File: config.mk
export PLATFORM = sky130hd
export DESIGN_NAME = ffca_ctrl
export DESIGN_NICKNAME = d
export VERILOG_FILES = /design/src/ffca_pkg.sv /design/src/ffca_ctrl.sv
export SDC_FILE = /design/constraint.sdc
export NUM_CORES = 1
export LEC_CHECK = 0
export BUFFER_PORTS_ARGS = -buffer_cell sky130_fd_sc_hd__buf_2
export CORE_UTILIZATION = 40
export DETAILED_ROUTE_END_ITERATION = 10
export PLACE_DENSITY_LB_ADDON = 0.05
export REMOVE_ABC_BUFFERS = 1
export SLEW_MARGIN = 10
export SYNTH_ARGS = -nofsm -noshare
export SYNTH_HDL_FRONTEND = slang
export SYNTH_SLANG_ARGS = --single-unit
export TNS_END_PERCENT = 50
File: constraint.sdc
create_clock -name clk -period 2.2 [get_ports clk]
set_clock_uncertainty 0.15 [all_clocks]
set_input_delay 0.22 -clock clk [delete_from_list [all_inputs] [get_ports clk]]
set_output_delay 0.22 -clock clk [all_outputs]
set_load 0.05 [all_outputs]
File: src/ffca_pkg.sv
`timescale 1ns / 1ps
`default_nettype none
package ffca_pkg;

	localparam int FREE_SLOTS = 64;
	localparam int IDX_W      = $clog2(FREE_SLOTS);
	localparam int CNT_W      = IDX_W + 1;
	localparam int CFG_IDX_W  = 8;

	localparam logic [31:0] CHUNK_BYTES       = 32'd65536;
	// must stay a multiple of ALIGN_BYTES: rounding and header add fold into one add
	localparam logic [31:0] HEADER_BYTES      = 32'd16;
	localparam logic [31:0] ALIGN_BYTES       = 32'd8;
	localparam logic [31:0] SPLIT_MIN         = HEADER_BYTES + ALIGN_BYTES;
	localparam logic [31:0] RESET_HEAP_START  = 32'd65536;
	localparam logic [31:0] RESET_HEAP_END    = 32'd16777216;

	localparam logic [CFG_IDX_W-1:0] CFG_HEAP_START = 8'd0;
	localparam logic [CFG_IDX_W-1:0] CFG_HEAP_END   = 8'd1;

	localparam logic CMD_ALLOC = 1'b0;
	localparam logic CMD_FREE  = 1'b1;

	typedef enum logic [2:0] {
		ST_OK   = 3'd0,
		ST_OOM  = 3'd1,
		ST_ZERO = 3'd2,
		ST_FULL = 3'd3,
		ST_NULL = 3'd4
	} status_t;

	typedef enum logic [4:0] {
		OP_NOP,
		OP_LOAD,
		OP_RD_IDX,
		OP_INC,
		OP_TAKE,
		OP_RD_UP,
		OP_SD_WR,
		OP_DEC,
		OP_SPLIT,
		OP_GROW,
		OP_BUMP_GRANT,
		OP_SET_FULL,
		OP_PF_FREE,
		OP_PREV,
		OP_NEXT,
		OP_MNEXT,
		OP_WR_PREV,
		OP_WR_NEXT,
		OP_SU_INIT,
		OP_RD_SU,
		OP_SU_WR,
		OP_INSERT,
		OP_FIN_GRANT,
		OP_FIN_OK,
		OP_FIN_OOM,
		OP_FIN_ZERO,
		OP_FIN_FULL,
		OP_FIN_NULL
	} dp_op_t;

	typedef struct packed {
		logic cmd_free;
		logic req_zero;
		logic too_big;
		logic addr_null;
		logic idx_lt;
		logic fit;
		logic r_lt;
		logic split_ok;
		logic need_grow;
		logic grow_fail;
		logic bank;
		logic mprev;
		logic mnext;
		logic full;
		logic sd_more;
		logic su_more;
	} dp_stat_t;

endpackage
`default_nettype wire

File: src/ffca_ctrl.sv
`timescale 1ns / 1ps
`default_nettype none
module ffca_ctrl (
	input  wire logic               clk,
	input  wire logic               arst_n,
	input  wire logic               start,
	output logic                    busy,
	input  wire ffca_pkg::dp_stat_t stat,
	output ffca_pkg::dp_op_t        op
);

	typedef enum logic [4:0] {
		S_IDLE, S_DISP, S_A_RD, S_A_CMP, S_SD_RD, S_SD_WR, S_SPLIT, S_BUMP, S_GCHK,
		S_BUMPG, S_FING, S_P_RD, S_P_CMP, S_P_DEC1, S_P_DEC2, S_SU_RD, S_SU_WR,
		S_PF_OK, S_PF_DROP
	} state_t;

	typedef enum logic [1:0] {
		RET_FREE, RET_SPLIT, RET_BANK
	} ret_t;

	state_t state_q, state_d;
	ret_t   ret_q, ret_d;
	logic   sd_take_q, sd_take_d;

	assign busy = (state_q != S_IDLE);

	always_comb begin
		state_d   = state_q;
		ret_d     = ret_q;
		sd_take_d = sd_take_q;
		op        = ffca_pkg::OP_NOP;
		case (state_q)
			S_IDLE: begin
				if (start) begin
					op      = ffca_pkg::OP_LOAD;
					state_d = S_DISP;
				end
			end
			S_DISP: begin
				if (stat.cmd_free) begin
					if (stat.addr_null) begin
						op      = ffca_pkg::OP_FIN_NULL;
						state_d = S_IDLE;
					end else begin
						op      = ffca_pkg::OP_PF_FREE;
						ret_d   = RET_FREE;
						state_d = S_P_RD;
					end
				end else if (stat.req_zero) begin
					op      = ffca_pkg::OP_FIN_ZERO;
					state_d = S_IDLE;
				end else if (stat.too_big) begin
					op      = ffca_pkg::OP_FIN_OOM;
					state_d = S_IDLE;
				end else begin
					state_d = S_A_RD;
				end
			end
			S_A_RD: begin
				if (stat.idx_lt) begin
					op      = ffca_pkg::OP_RD_IDX;
					state_d = S_A_CMP;
				end else begin
					state_d = S_BUMP;
				end
			end
			S_A_CMP: begin
				if (stat.fit) begin
					op        = ffca_pkg::OP_TAKE;
					sd_take_d = 1'b1;
					state_d   = S_SD_RD;
				end else begin
					op      = ffca_pkg::OP_INC;
					state_d = S_A_RD;
				end
			end
			// close the gap: move each later entry down one slot
			S_SD_RD: begin
				if (stat.sd_more) begin
					op      = ffca_pkg::OP_RD_UP;
					state_d = S_SD_WR;
				end else begin
					op      = ffca_pkg::OP_DEC;
					state_d = sd_take_q ? S_SPLIT : S_PF_OK;
				end
			end
			S_SD_WR: begin
				op      = ffca_pkg::OP_SD_WR;
				state_d = S_SD_RD;
			end
			S_SPLIT: begin
				if (stat.split_ok) begin
					op      = ffca_pkg::OP_SPLIT;
					ret_d   = RET_SPLIT;
					state_d = S_P_RD;
				end else begin
					op      = ffca_pkg::OP_FIN_GRANT;
					state_d = S_IDLE;
				end
			end
			S_BUMP: begin
				if (!stat.need_grow) begin
					state_d = S_BUMPG;
				end else if (stat.grow_fail) begin
					op      = ffca_pkg::OP_FIN_OOM;
					state_d = S_IDLE;
				end else begin
					op      = ffca_pkg::OP_GROW;
					state_d = S_GCHK;
				end
			end
			S_GCHK: begin
				if (stat.bank) begin
					ret_d   = RET_BANK;
					state_d = S_P_RD;
				end else begin
					state_d = S_BUMPG;
				end
			end
			S_BUMPG: begin
				op      = ffca_pkg::OP_BUMP_GRANT;
				state_d = S_FING;
			end
			S_FING: begin
				op      = ffca_pkg::OP_FIN_GRANT;
				state_d = S_IDLE;
			end
			S_P_RD: begin
				if (stat.idx_lt) begin
					op      = ffca_pkg::OP_RD_IDX;
					state_d = S_P_CMP;
				end else begin
					state_d = S_P_DEC1;
				end
			end
			S_P_CMP: begin
				if (stat.r_lt) begin
					op      = ffca_pkg::OP_PREV;
					state_d = S_P_RD;
				end else begin
					op      = ffca_pkg::OP_NEXT;
					state_d = S_P_DEC1;
				end
			end
			S_P_DEC1: begin
				op      = ffca_pkg::OP_MNEXT;
				state_d = S_P_DEC2;
			end
			S_P_DEC2: begin
				if (stat.mprev && stat.mnext) begin
					op        = ffca_pkg::OP_WR_PREV;
					sd_take_d = 1'b0;
					state_d   = S_SD_RD;
				end else if (stat.mprev) begin
					op      = ffca_pkg::OP_WR_PREV;
					state_d = S_PF_OK;
				end else if (stat.mnext) begin
					op      = ffca_pkg::OP_WR_NEXT;
					state_d = S_PF_OK;
				end else if (stat.full) begin
					state_d = S_PF_DROP;
				end else begin
					op      = ffca_pkg::OP_SU_INIT;
					state_d = S_SU_RD;
				end
			end
			// open a slot: move entries up one, top first
			S_SU_RD: begin
				if (stat.su_more) begin
					op      = ffca_pkg::OP_RD_SU;
					state_d = S_SU_WR;
				end else begin
					op      = ffca_pkg::OP_INSERT;
					state_d = S_PF_OK;
				end
			end
			S_SU_WR: begin
				op      = ffca_pkg::OP_SU_WR;
				state_d = S_SU_RD;
			end
			S_PF_OK: begin
				case (ret_q)
					RET_FREE: begin
						op      = ffca_pkg::OP_FIN_OK;
						state_d = S_IDLE;
					end
					RET_SPLIT: begin
						op      = ffca_pkg::OP_FIN_GRANT;
						state_d = S_IDLE;
					end
					default: begin
						state_d = S_BUMPG;
					end
				endcase
			end
			S_PF_DROP: begin
				case (ret_q)
					RET_FREE: begin
						op      = ffca_pkg::OP_FIN_FULL;
						state_d = S_IDLE;
					end
					RET_SPLIT: begin
						op      = ffca_pkg::OP_FIN_GRANT;
						state_d = S_IDLE;
					end
					default: begin
						op      = ffca_pkg::OP_SET_FULL;
						state_d = S_BUMPG;
					end
				endcase
			end
			default: begin
				state_d = S_IDLE;
			end
		endcase
	end

	always_ff @(posedge clk or negedge arst_n) begin
		if (!arst_n) begin
			state_q   <= S_IDLE;
			ret_q     <= RET_FREE;
			sd_take_q <= 1'b0;
		end else begin
			state_q   <= state_d;
			ret_q     <= ret_d;
			sd_take_q <= sd_take_d;
		end
	end

endmodule
`default_nettype wire

# Word-level counts from Yosys, hierarchy flattened
# Cells that the tools add are included.
dict set report op_classes {
  n_reduce_logical 11
  n_mux 50
  eq_ne 26
}
# op n
set op_table {}
lappend op_table {{$pmux 5 s17} 2}
lappend op_table {{$mux 5} 19}
lappend op_table {{$eq 5x4->1 const B} 8}
lappend op_table {{$eq 5x3->1 const B} 4}
lappend op_table {{$mux 2} 10}
lappend op_table {{$mux 4} 5}
lappend op_table {{$pmux 5 s2} 2}
lappend op_table {{$eq 5x5->1 const B} 3}
lappend op_table {{$mux 3} 5}
lappend op_table {{$ne 2x2->1 const B} 7}
lappend op_table {{$eq 5x2->1 const B} 2}
lappend op_table {{$pmux 2 s3} 1}
lappend op_table {{$reduce_or 2->1} 3}
lappend op_table {{$eq 5x1->1 const B} 1}
lappend op_table {{$logic_not 5->1} 1}
lappend op_table {{$mux 1} 5}
lappend op_table {{$reduce_and 5->1} 1}
lappend op_table {{$reduce_bool 5->1} 1}
lappend op_table {{$reduce_and 3->1} 1}
lappend op_table {{$reduce_bool 3->1} 1}
lappend op_table {{$eq 2x1->1 const B} 1}
lappend op_table {{$logic_not 2->1} 1}
lappend op_table {{$pmux 1 s2} 1}
lappend op_table {{$reduce_bool 2->1} 1}
lappend op_table {{$logic_and 1x1->1} 1}
dict set report totals {
  reg_bits 8
  inputBits 19
  output_inout_bits 6
}

# Longest topological paths before layout
dict set report logic_depth {
  depth_word 5
  ltp_mapped 6
  ltp_nobuf 4
}

# Least setup slack after synthesis
# OpenSTA, ideal clock, no wires.
dict set report synth_timing {
  path_kind {register -> output}
  start {register state_q[3]}
  end {output op[4]}
  t_required_ns 1.830
  arrival_time_ns 1.907
  path_buffers 2
  path_stages_with_launch 7
  slack_ns -0.077
  cell_sequence {dfrtp_1 -> buf_6 -> buf_6 -> nor3_1 -> a21oi_1 -> mux2_2 -> o211ai_1}
}
dict set report synth_between {
  elab_chain_len 3
  elab_cells_between_ends 20
  cone_classes {eq/ne: 17; mux: 1; reduce/logical: 2}
}
# element line_no
set synth_rtl {}
lappend synth_rtl {{start: declaration} ffca_ctrl.sv:22} ;# state_t state_q, state_d;
lappend synth_rtl {{start signal: assignment} ffca_ctrl.sv:225} ;# state_q <= state_d;
lappend synth_rtl {{$eq 5x4->1 / $eq 5x2->1 (equally long branches)} ffca_ctrl.sv:33} ;# case (state_q)
lappend synth_rtl {{$reduce_or 2->1 (no source line)} -}
lappend synth_rtl {{$pmux 5 s17 (*)} ffca_ctrl.sv:33}
lappend synth_rtl {{end: declaration} ffca_ctrl.sv:9} ;# output ffca_pkg::dp_op_t op
# Every way passes the cells marked *; elsewhere a longest branch is shown, timed or not.

# Worst setup path after layout
dict set report layout_timing {
  start {register state_q[2]}
  end {output op[0]}
}
# Same word-level chain as after synthesis.

==> results.cfg <==
[status]
outcome = finished with violations
violations = setup timing

[timing]
slew_headroom_pct = 76.5
layout_setup_ws_ps = -2.88
final_hold_viol_count = 0
rsz0062_at_grt = yes
period_needed_ps = 2200
period_share_pct = 100
tightest_slew_ps = 351
setup-violations-final = 1
slew_violations = 0
fmax_mhz = 454

[min_path]
worstHoldStart = stat[3]
holdPathEnd = sd_take_q
worstHoldPathType = in -> reg
min_path_cells = 2

[grt]
overflow = 0
grt_max_degree = 18
grt_pass1_vias = 1525
grt_pass1_wl_mm = 7.69
grtUsageTotal_pct = 30.3
antenna_found_initial = 0

[setup_path]
crit_path_top_delay_cell = dfrtp_1
worst_r2r_endpoint = state_q[3]
max_stage_delay_ps = 420
path_common_cell = buf_4
crit_path_max_fanout = 9
critPathLaunchType = flip-flop
arrival_ps = 1830
reg2reg_depth = 6
cp.required_ps = 1830
r2r_start = state_q[1]
startpoint = state_q[2]
reg2reg_setup_slack_ps = 200
cp_num_buf_inv = 2
path_class = reg -> out
endpoint_kind = output port
path_cells = buf_4 -> nor2b_1 -> and3_1 -> a22oi_1 -> o211ai_1 -> buf_4
cpLargestDelayFamily = flip-flops

[power]
combPwrFrac_pct = 84.0
powerDensity_mw_per_mm2 = 1530
p_sw_share_pct = 53.9
p_leak_nw = 0.749
switchingPower_mw = 1.49
ir_drop_v = 0.000898
p_seq_share_pct = 11.7
power_frac_clock_pct = 4.2
power.internal_mw = 1.28

[placement]
dp_cells = 254
portBuffers = 24
place_area_mm2 = 0.00157
gp_congestion = 0.939
post-dp-hpwl_mm = 3.79

[floorplan]
dieWidth_um = 58.7
start_util_pct = 42.1
die_h_um = 58.7
dieArea_mm2 = 0.00345
ios = 25
placementRows = 20
core_area_mm2 = 0.00305

[synth]
synth-main-ff-cell = dfrtp_1
ys_seq_elements = 8
netlist_area_mm2 = 0.00129
synth_area_leaders = dfrtp_1 (16%), nand2b_1 (4.9%), a21oi_1 (3.9%)
ys_async_sr_fraction_pct = 100
yosys-top-cells-count = nand2_1 (11), a21oi_1 (10), nand2b_1 (10), nor3_1 (10)
synth_edf_count = 0
synth_area_leader_cell = dfrtp_1
syn_inst = 174
yosysMostFrequentCell = nand2_1
synth.distinct_cells = 60
synth_top_area_share_pct = 15.6
yosys_warnings = 0
avgSynthCellArea_um2 = 7.39
yosysSeqAreaShare_pct = 15.6

[final_layout]
drive_gt1_share_pct = 40.2
fin_cells = 268
final_area_mm2 = 0.00181
nets = 245
area_growth_pct = 40.6
diodes = 0

[drt]
antenna_left = 0
vias = 1687
vias_per_cell = 6.29
drtIter0Drc = 143
avgRoutedWirePerCell_um = 18.1
drc = 0
first_pass_iters = 7
wl_mm = 4.86

[flow_run]
drv_cap = 0

[clock_network]
cts_made_buffers = 3
clk_path_buf_depth = 2
cts_num_sinks = 8
clkTransAtPathRegs_ps = 60
cts_root_buf = clkbuf_4
htree_levels = 1
cts_tree = yes
clk_latency_ps = 260
## layout by cell type (no fill, tap or decap), drive strengths merged, types with 3 or more instances in the layout
cell type	Yosys	final
buf	14	61
nor3	12	12
nand2	11	11
a21oi	10	10
nand2b	10	10
nor2b	8	8
nor2	8	8
o21ai	8	8
dfrtp	8	8
inv	6	6
nand3	5	5
o211ai	4	4
o22ai	4	4
or3	4	4
nor4	4	4
and3	3	3
nand4	3	3
a31oi	3	3
a211o	3	3
clkbuf	1	3
or2	3	3
a211oi	3	3
## area by class of cell
cell class	count	area [µm²]
multi-input combinational	145	1070
inverter	6	22.5
tap	44	55.1
sequential	8	204
clock buffer	3	22.5
timing repair buffer	62	432
fill	319	1240
## flip-flops by register name, summed over array words and instances, names as in the netlist
register / cells
ret_q: 2
sd_take_q: 1
state_q: 5
## timing repair
| item | 4_1_cts | 5_1_grt |
|---|---|---|
| gates resized for setup | 23 | 14 |
| setup endpoints to repair | 5 | 5 |
| setup buffers | 5 | 5 |
| hold endpoints to repair | 8 | 0 |
| gates cloned | 0 | 0 |
| pin swaps | 2 | 6 |
| hold buffers | 1 | 0 |
## power groups by stage
stage               registers, mW  clock network, mW  logic [mW]
floorplan                   0.417                  0        1.12
global placement            0.321                  0        1.97
detailed placement          0.320                  0        1.97
CTS                         0.318              0.113        2.18
global route                0.329              0.124        2.48
finish                      0.325              0.117        2.33
## cells by family (layout without fill, tap and decap cells)
logic type             after synthesis  in the layout  synth area share (%)
XOR/XNOR                             1              1                 0.681
AO/OA/AOI/OAI                       54             54                  31.0
AND/OR/NAND/NOR                     89             89                  42.4
flip-flops                           8              8                  15.6
multiplexers                         1              1                 0.875
buffers and inverters               21             71                  9.43
## layer usage
| metal | wire [µm] | GRT usage, % | vias to the layer above | part of all wire (%) |
|---|---|---|---|---|
| li1 | - | - | 771 | - |
| met1 | 1970 | 40.2 | 803 | 41 |
| met2 | 2340 | 50.7 | 93 | 48 |
| met3 | 376 | 3.96 | 20 | 7.7 |
| met4 | 166 | 10.9 | 0 | 3.4 |
| met5 | 0 | 0 | - | 0 |
## per-stage QoR
step	power [mW]	setup WS (ps)	TNS (ps)	hold slack [ps]	util (%)
floorplan	1.54	-132	-542	-226	-
global placement	2.29	-19.8	-19.8	-79.9	51.3
detailed placement	2.29	34.1	0	-80.0	51.3
CTS	2.62	-19.2	-34.9	76.5	56.2
global route	2.93	-48.4	-189	100	59.2
finish	2.77	-2.88	-2.88	77.0	59.2
## worst max-delay path by stage
stage / end / slack (ps) / cells past startpoint
6_report: op[0] / -3 / 6
5_1_grt: op[0] / -50 / 5
4_1_cts: op[0] / -20 / 5
3_5_place_dp: op[1] / 30 / 5
3_3_place_gp: op[1] / -20 / 5
2_1_floorplan: op[4] / -130 / 4
(Power assumes the default switching activity.)
